File: src/sv/pah_pkg.sv
// ----------------------------------------------------------------------------
// pah_pkg
// Shared constants, types and the CORDIC angle table for the polar angle
// histogram block.
// ----------------------------------------------------------------------------
package pah_pkg;

	localparam int NUM_BINS     = 360;
	localparam int MID_BIN      = 90;
	localparam int COORD_BITS   = 11;
	localparam int COUNT_BITS   = 22;
	localparam int CORDIC_STEPS = 16;

	localparam int PX_W    = 11;
	localparam int VP_W    = 13;
	localparam int BIN_W   = 9;
	localparam int START_W = 7;
	localparam int END_W   = 9;
	localparam int CIDX_W  = 2;
	localparam int CDAT_W  = 9;

	// Difference of a coordinate and the vanishing point, signed.
	localparam int DIFF_W = ((COORD_BITS > VP_W) ? COORD_BITS : VP_W) + 2;
	// 24 fraction bits plus headroom for the CORDIC gain.
	localparam int FRAC_W = 24;
	localparam int CW     = DIFF_W + 3 + FRAC_W;
	localparam int STEP_W = $clog2(CORDIC_STEPS);

	localparam logic [PX_W-1:0]       PX_MASK   = PX_W'((64'd1 << COORD_BITS) - 64'd1);
	localparam logic [COUNT_BITS-1:0] COUNT_MAX = '1;

	localparam logic [CIDX_W-1:0] REG_RANGE_START = 2'd0;
	localparam logic [CIDX_W-1:0] REG_RANGE_END   = 2'd1;

	typedef logic [COUNT_BITS-1:0] count_t;
	typedef logic [BIN_W-1:0]      bin_t;

	// atan(2^-i) in units of 2^-32 turn.
	function automatic logic [31:0] atan_turn(input logic [4:0] i);
		logic [31:0] r;
		case (i)
			5'd0:    r = 32'h20000000;
			5'd1:    r = 32'h12E4051E;
			5'd2:    r = 32'h09FB385B;
			5'd3:    r = 32'h051111D4;
			5'd4:    r = 32'h028B0D43;
			5'd5:    r = 32'h0145D7E1;
			5'd6:    r = 32'h00A2F61E;
			5'd7:    r = 32'h00517C55;
			5'd8:    r = 32'h0028BE53;
			5'd9:    r = 32'h00145F2F;
			5'd10:   r = 32'h000A2F98;
			5'd11:   r = 32'h000517CC;
			5'd12:   r = 32'h00028BE6;
			5'd13:   r = 32'h000145F3;
			5'd14:   r = 32'h0000A2FA;
			5'd15:   r = 32'h0000517D;
			5'd16:   r = 32'h000028BE;
			5'd17:   r = 32'h0000145F;
			5'd18:   r = 32'h00000A30;
			5'd19:   r = 32'h00000518;
			5'd20:   r = 32'h0000028C;
			5'd21:   r = 32'h00000146;
			5'd22:   r = 32'h000000A3;
			5'd23:   r = 32'h00000051;
			default: r = 32'h00000000;
		endcase
		return r;
	endfunction

endpackage

File: src/sv/pah_cordic.sv
// ----------------------------------------------------------------------------
// pah_cordic
// Iterative vectoring CORDIC: one rotation per cycle, then the angle is
// scaled to a one-degree bin.
// ----------------------------------------------------------------------------
module pah_cordic (
	input  logic                              clk,
	input  logic                              arst_n,
	input  logic                              start,
	input  logic signed [pah_pkg::DIFF_W-1:0] dx,
	input  logic signed [pah_pkg::DIFF_W-1:0] dy,
	output logic                              done,
	output pah_pkg::bin_t                     bin
);
	import pah_pkg::*;

	logic              busy_q, mul_q, done_q, zero_q;
	logic [STEP_W-1:0] step_q;
	logic signed [CW-1:0] x_q, y_q, xs, ys, x0, y0;
	logic [31:0]       z_q;
	logic [15+BIN_W:0] prod;
	bin_t              bin_q;

	assign x0 = CW'(dx) <<< FRAC_W;
	assign y0 = CW'(dy) <<< FRAC_W;
	assign xs = x_q >>> step_q;
	assign ys = y_q >>> step_q;
	assign prod = (BIN_W+16)'(z_q[31:16]) * (BIN_W+16)'(NUM_BINS);

	always_ff @(posedge clk or negedge arst_n) begin
		if (!arst_n) begin
			busy_q <= 1'b0;
			mul_q  <= 1'b0;
			done_q <= 1'b0;
			step_q <= '0;
		end else begin
			done_q <= !start && !busy_q && mul_q;
			if (start) begin
				busy_q <= 1'b1;
				step_q <= '0;
			end else if (busy_q) begin
				if (step_q == STEP_W'(CORDIC_STEPS - 1)) begin
					busy_q <= 1'b0;
					mul_q  <= 1'b1;
				end
				step_q <= step_q + 1'b1;
			end else if (mul_q) begin
				mul_q  <= 1'b0;
			end
		end
	end

	always_ff @(posedge clk) begin
		if (start) begin
			zero_q <= (dx == '0) && (dy == '0);
			// Left half plane: turn by half a turn first.
			if (dx < 0) begin
				x_q <= -x0;
				y_q <= -y0;
				z_q <= 32'h80000000;
			end else begin
				x_q <= x0;
				y_q <= y0;
				z_q <= '0;
			end
		end else if (busy_q) begin
			if (!y_q[CW-1]) begin
				x_q <= x_q + ys;
				y_q <= y_q - xs;
				z_q <= z_q + atan_turn(5'(step_q));
			end else begin
				x_q <= x_q - ys;
				y_q <= y_q + xs;
				z_q <= z_q - atan_turn(5'(step_q));
			end
		end else if (mul_q) begin
			bin_q <= zero_q ? '0 : prod[15+BIN_W:16];
		end
	end

	assign done = done_q;
	assign bin  = bin_q;

endmodule

File: config.mk
export PLATFORM = sky130hd
export DESIGN_NAME = pah_cordic
export DESIGN_NICKNAME = d
export VERILOG_FILES = /design/src/sv/pah_pkg.sv /design/src/sv/pah_cordic.sv
export SDC_FILE = /design/constraint.sdc
export NUM_CORES = 1
export LEC_CHECK = 0
export BUFFER_PORTS_ARGS = -buffer_cell sky130_fd_sc_hd__buf_2
export CORE_MARGIN = 3
export CORE_UTILIZATION = 32
export DETAILED_ROUTE_END_ITERATION = 10
export PLACE_DENSITY = 0.56
export SYNTH_ARGS = -nofsm -noshare
export SYNTH_HDL_FRONTEND = slang
export SYNTH_SLANG_ARGS = --single-unit
File: constraint.sdc
create_clock -name clk -period 10.9 [get_ports clk]
set_input_delay 0.545 -clock clk [delete_from_list [all_inputs] [get_ports clk]]
set_output_delay 0.545 -clock clk [all_outputs]
set_load 0.05 [all_outputs]
==> results of run 1 <==
==> worst reg2reg max path, stage by stage, from the launching register on <==
cell and delay [ps]:
dfrtp_4 690, buf_4 570, mux4_2 640, a21oi_1 260, nand2_1 80, o31ai_1 130, ha_1 260, a21boi_0 530
nand4_1 300, nor2_1 330, nor2_1 130, or3_1 360, o311ai_0 80, o21ai_0 140, ha_1 420, nand3_1 130
nor3_1 320, or3b_2 470, o211ai_1 480, a22o_1 330, a41oi_1 230, o21ai_0 370, o31ai_1 130, xnor2_1 130
o21a_1 170
==> cell families (layout without fill, tap and decap cells) <==
group                    after synthesis  count (layout)  share of synthesized area
AND/OR/NAND/NOR                      701             701                     0.1692
AO/OA/AOI/OAI                        647             647                     0.2071
buffers and inverters                233             208                    0.05093
XOR/XNOR                             223             223                    0.09787
multiplexers                         203             203                     0.1473
adder cells (fa/ha/maj)              193             193                     0.1306
flip-flops                           133             133                     0.1970
==> routing by layer <==
layer	global-route usage	routed length, µm
met1	0.2512	28090
met2	0.3014	28640
met3	0.03022	3738
met4	0.07386	2201
met5	0	0
==> final cells by class <==
cell class	instances	area, µm²
Fill cell	6515	40470
Multi-Input combinational cell	1967	15120
Clock buffer	18	429.2
Timing Repair Buffer	60	347.8
Tap cell	837	1047
Inverter	116	435.4
Clock inverter	14	115.1
Sequential cell	133	3971
==> through the flow <==
step | hold WS [ps] | cells | instance area [µm²] | setup WS (ps)
6_report | 438.9 | 3145 | 21470 | 2958
5_1_grt | 411.4 | 3145 | 21470 | 2270
4_1_cts | 370.0 | 3144 | 21460 | 3058
3_5_place_dp | 435.8 | 3111 | 20910 | 3096
3_3_place_gp | 443.7 | 3111 | 20910 | 3243
2_1_floorplan | 249.4 | 2333 | 20100 | 4479
==> cells in the final DEF (no fill, tap or decap), types with 10 or more instances in the layout <==
master,count
a211oi_1,21
a21o_1,73
a21oi_1,184
a31oi_1,33
and2_1,26
and3_1,27
and4_1,10
buf_2,41
buf_4,17
clkbuf_16,17
edfxtp_1,126
fa_1,28
ha_1,165
inv_1,114
mux2_2,46
mux2i_1,88
mux4_2,56
nand2_1,201
nand2b_1,20
nand3_1,36
nand4_1,23
nor2_1,218
nor2b_1,22
nor3_1,47
nor4_1,11
o211ai_1,12
o21a_1,33
o21ai_0,138
o21bai_1,18
o22ai_1,24
o31ai_1,18
or3_1,10
xnor2_1,143
xor2_1,79
==> worst max-delay path by stage <==
stage | to | slack [ps] | cells past startpoint
detailed placement | y_q[39]$_DFFE_PP_ | 3100 | 24
CTS | y_q[39]$_DFFE_PP_ | 3060 | 24
global placement | y_q[39]$_DFFE_PP_ | 3240 | 24
finish | y_q[39]$_DFFE_PP_ | 2960 | 24
global route | y_q[39]$_DFFE_PP_ | 2270 | 24
floorplan | y_q[39]$_DFFE_PP_ | 4480 | 28
==> flip-flops by register name, indices dropped and copies added (netlist names) <==
name	cells
z_q	32
step_q	4
done	1
mul_q	1
zero_q	1
x_q	42
bin	9
busy_q	1
y_q	42
==> what timing repair did <==
action,CTS,global route
hold buffers,1,0
resized for setup,0,0
buffers inserted,0,0
setup endpoints to repair,0,0
endpoints found under the hold margin,7,0
==> impl_metrics.env, run 1 <==
export IMPL_status="complete, no violations"
export IMPL_initialDrtViolationCount=1481
export IMPL_r2r_start="step_q[1]$_DFFE_PN0P_"
export IMPL_worst_r2r_setup_slack_ps=2960
export IMPL_syn_area_per_cell_um2=8.614
export IMPL_drc=0
export IMPL_die_y_um=256.6
export IMPL_finalWirelength_um=62670
export IMPL_vias=18005
export IMPL_drv_slew=0
export IMPL_worst_path_max_fanout=39
export IMPL_worst_r2r_cell_count=24
export IMPL_finalNetCount=2521
export IMPL_path_buf_inv=1
export IMPL_max_stage_delay_ps=690
export IMPL_port_buffers=42
export IMPL_clockRootBuffer="clkbuf_16"
export IMPL_clock_sinks=133
export IMPL_antenna_left=0
export IMPL_critPathTopFamily="compound AO/OA/AOI/OAI gates"
export IMPL_slew_headroom=0.2661
export IMPL_synthTopCellsByCount="nor2_1 (218), nand2_1 (201), a21oi_1 (184)"
export IMPL_crit_path_start="step_q[1]$_DFFE_PN0P_"
export IMPL_die_area_mm2=0.06585
export IMPL_dpl_hpwl_um=48510
export IMPL_grt_pass1_vias=17473
export IMPL_end_kind="flop"
export IMPL_synth_top_area_cell="edfxtp_1"
export IMPL_ys_flop_type="edfxtp_1"
export IMPL_timing_setup_tns_ps=0
export IMPL_clockBufferDepth=2
export IMPL_critPathKind="reg -> reg"
export IMPL_critPathSlowestCell="dfrtp_4"
export IMPL_cts_max_level=4
export IMPL_grt_max_degree=76
export IMPL_fin_util=0.3466
export IMPL_grt_overflow=0
export IMPL_gp_congestion=0.9258
export IMPL_period_share=0.7286
export IMPL_grt_pass1_wl_um=98950
export IMPL_rsz0062_at_grt="no"
export IMPL_hold_depth=3
export IMPL_core_area_mm2=0.06194
export IMPL_dr_pass1_iters=8
export IMPL_grt_usage=0.1873
export IMPL_viasPerCell=5.725
export IMPL_row_count=91
export IMPL_async_reset_ff_frac=0.05263
export IMPL_clock_skew_ps=10.88
export IMPL_cts_buffers=17
export IMPL_hold_path_class="in -> reg"
export IMPL_cap_violations=0
export IMPL_wl_per_cell_um=19.93
export IMPL_ios=43
export IMPL_yosys_cell_types_count=99
export IMPL_ys_seq_elements=133
export IMPL_yosysMostFrequentCell="nor2_1"
export IMPL_synth_top_area_frac=0.1883
export IMPL_clkLatencyLatePin_ps=490
export IMPL_die_w_um=256.6
export IMPL_syn_instance_count=2333
export IMPL_setup_viol=0
export IMPL_initial_core_util=0.3245
export IMPL_max_freq_mhz=125.9
export IMPL_min_from="dy[0]"
export IMPL_syn2layout_area_growth_pct=6.830
export IMPL_antenna_cells=0
export IMPL_syn_area_mm2=0.02010
export IMPL_syn_num_nets=2559
export IMPL_start_kind="flop"
export IMPL_crit_path_cell_trace="buf_4 -> mux4_2 -> a21oi_1 -> nand2_1 -> o31ai_1 -> ha_1 -> a21boi_0 -> nand4_1 -> nor2_1 -> nor2_1 -> or3_1 -> o311ai_0 -> o21ai_0 -> ha_1 -> nand3_1 -> nor3_1 -> or3b_2 -> o211ai_1 -> a22o_1 -> a41oi_1 -> o21ai_0 -> o31ai_1 -> xnor2_1 -> o21a_1"
export IMPL_hold_viol_final=0
export IMPL_timing_rr_end="y_q[39]$_DFFE_PP_"
export IMPL_synth_seq_area_share=0.1970
export IMPL_period_needed_ps=7942
export IMPL_crit_arrival_ps=8190
export IMPL_tightest_slew_ps=1099
export IMPL_antenna_found_initial=0
export IMPL_holdPathEnd="y_q[24]$_DFFE_PP_"
export IMPL_yosys_warnings=0
export IMPL_drive_gt1_frac=0.1031
export IMPL_clk_pin_slew_ps=70
export IMPL_critPathRequiredTime_ps=11150
export IMPL_ys_top_cells_by_area="edfxtp_1 (19%), ha_1 (10%), mux4_2 (6.3%), xnor2_1 (6.2%), a21oi_1 (4.6%)"
export IMPL_cts_tree="yes"
export IMPL_synth_edff_count=126
Power of run 1 is left out: the tool's default activity adds up to more than one toggle a clock period on the data nets, which glitch-free logic cannot reach.
==> run 2: changes to the inputs <==
==> constraint.sdc (replaced) <==
create_clock -name clk -period 7.8 [get_ports clk]
set_input_delay 0.39 -clock clk [delete_from_list [all_inputs] [get_ports clk]]
set_output_delay 0.39 -clock clk [all_outputs]
set_load 0.05 [all_outputs]
==> impl_metrics.env, run 2 (synthesis results as in run 1) <==
export IMPL_final_common_cell="nor2_1"
export IMPL_clockBufferDepth=2
export IMPL_drv_slew=0
export IMPL_die_area_mm2=0.06585
export IMPL_grt_pass1_wl_um=98740
export IMPL_critPathKind="reg -> reg"
export IMPL_setup_viol=0
export IMPL_multi_input_area_mm2=0.01512
export IMPL_tightest_slew_ps=1068
export IMPL_period_needed_ps=7240
export IMPL_cap_violations=0
export IMPL_wl_per_cell_um=20.09
export IMPL_drc=0
export IMPL_hold_viol_final=0
export IMPL_layout_top_registers="x_q x42, y_q x42, z_q x32"
export IMPL_grt_overflow=0
export IMPL_grt_pass1_vias=17353
export IMPL_timing_setup_tns_ps=0
export IMPL_layout_common_cells="nor2_1 (218), nand2_1 (201), a21oi_1 (184)"
export IMPL_start_kind="flop"
export IMPL_cts_resized=0
export IMPL_slew_headroom=0.2699
export IMPL_clk_pin_slew_ps=70
export IMPL_finalNetCount=2533
export IMPL_clock_skew_ps=15.68
export IMPL_crit_arrival_ps=7510
export IMPL_viasPerCell=5.714
export IMPL_period_share=0.9282
export IMPL_syn2layout_area_growth_pct=7.820
export IMPL_cts_max_level=4
export IMPL_core_area_mm2=0.06194
export IMPL_dpl_hpwl_um=48810
export IMPL_clockRootBuffer="clkbuf_16"
export IMPL_vias=18032
export IMPL_end_kind="flop"
export IMPL_antenna_cells=0
export IMPL_initialDrtViolationCount=1478
export IMPL_cts_tree="yes"
export IMPL_die_y_um=256.6
export IMPL_worst_path_max_fanout=21
export IMPL_clock_sinks=133
export IMPL_dr_pass1_iters=8
export IMPL_regArea_mm2=0.003971
export IMPL_finalWirelength_um=63390
export IMPL_status="complete, no violations"
export IMPL_drive_gt1_frac=0.1061
export IMPL_ios=43
export IMPL_clkLatencyLatePin_ps=500
export IMPL_antenna_found_initial=2
export IMPL_grt_usage=0.1885
export IMPL_row_count=91
export IMPL_initial_core_util=0.3245
export IMPL_die_w_um=256.6
export IMPL_hold_path_class="in -> reg"
export IMPL_critPathRequiredTime_ps=8070
export IMPL_antenna_left=0
export IMPL_cts_buffers=17
export IMPL_max_freq_mhz=138.1
export IMPL_grt_max_degree=72
export IMPL_port_buffers=42
export IMPL_gp_congestion=0.9278
export IMPL_rsz0062_at_grt="no"
export IMPL_fillers=6461
## run 2: what timing repair did
| action | 4_1_cts | 5_1_grt |
|---|---|---|
| hold buffers | 1 | 0 |
| setup buffers | 0 | 2 |
| setup endpoints to repair | 0 | 1 |
| hold endpoints to repair | 7 | 0 |
## run 2: critical path: stages (launching register included)
cell and delay (ps):
dfrtp_4 650, buf_16 240, nand2b_1 270, buf_4 210, o22ai_1 110, o31ai_1 370, ha_1 260, a21boi_0 230
buf_4 170, nand4_1 270, nor2_1 370, nor2_1 130, or3_1 370, o311ai_0 80, o21ai_0 130, ha_1 420
nand3_1 140, nor3_1 330, or3b_2 470, o211ai_1 420, a22o_1 330, a41oi_1 210, o21ai_0 360, o31ai_1 130
xnor2_1 140, o21a_1 160
## run 2: path summary, 6_finish.rpt
check / start / slack, ps / end / depth (start not counted)
max in group asynchronous: arst_n / 7250 / step_q[0]$_DFFE_PN0P_ / 2
worst max register to register: step_q[1]$_DFFE_PN0P_ / 560 / y_q[39]$_DFFE_PP_ / 25
min in group asynchronous: arst_n / 310 / step_q[1]$_DFFE_PN0P_ / 2
worst min-delay path: dx[0] / 290 / x_q[24]$_DFFE_PP_ / 3
worst max-delay path: step_q[1]$_DFFE_PN0P_ / 560 / y_q[39]$_DFFE_PP_ / 25
worst min register to register: mul_q$_DFFE_PN0P_ / 500 / mul_q$_DFFE_PN0P_ / 1
## run 2: stage by stage
step	worst slack (ps)	utilization	std cells	hold slack, ps	cell area (µm²)
global placement	684.9	0.3390	3122	282.8	21000
CTS	458.1	0.3491	3154	241.3	21620
finish	559.7	0.3498	3156	292.5	21670
global route	7.085	0.3498	3156	275.8	21670
floorplan	1379	-	2333	94.41	20100
detailed placement	505.5	0.3390	3122	281.1	21000
## run 2: cell type report
cell class,instances,area share
clock buffer,19,0.01998
inverter,116,0.02009
tap,837,0.04833
multi-input combinational,1967,0.6977
clock inverter,12,0.008257
timing repair buffer,72,0.02240
sequential,133,0.1833
## run 2: metal layers
metal,vias to the layer above,part of all wire,GRT usage
met2,565,0.46,0.3105
met1,8736,0.45,0.2520
met4,0,0.029,0.06362
met5,-,0,0
li1,8632,-,-
met3,99,0.055,0.02914
Power of run 2 is left out for the same reason.
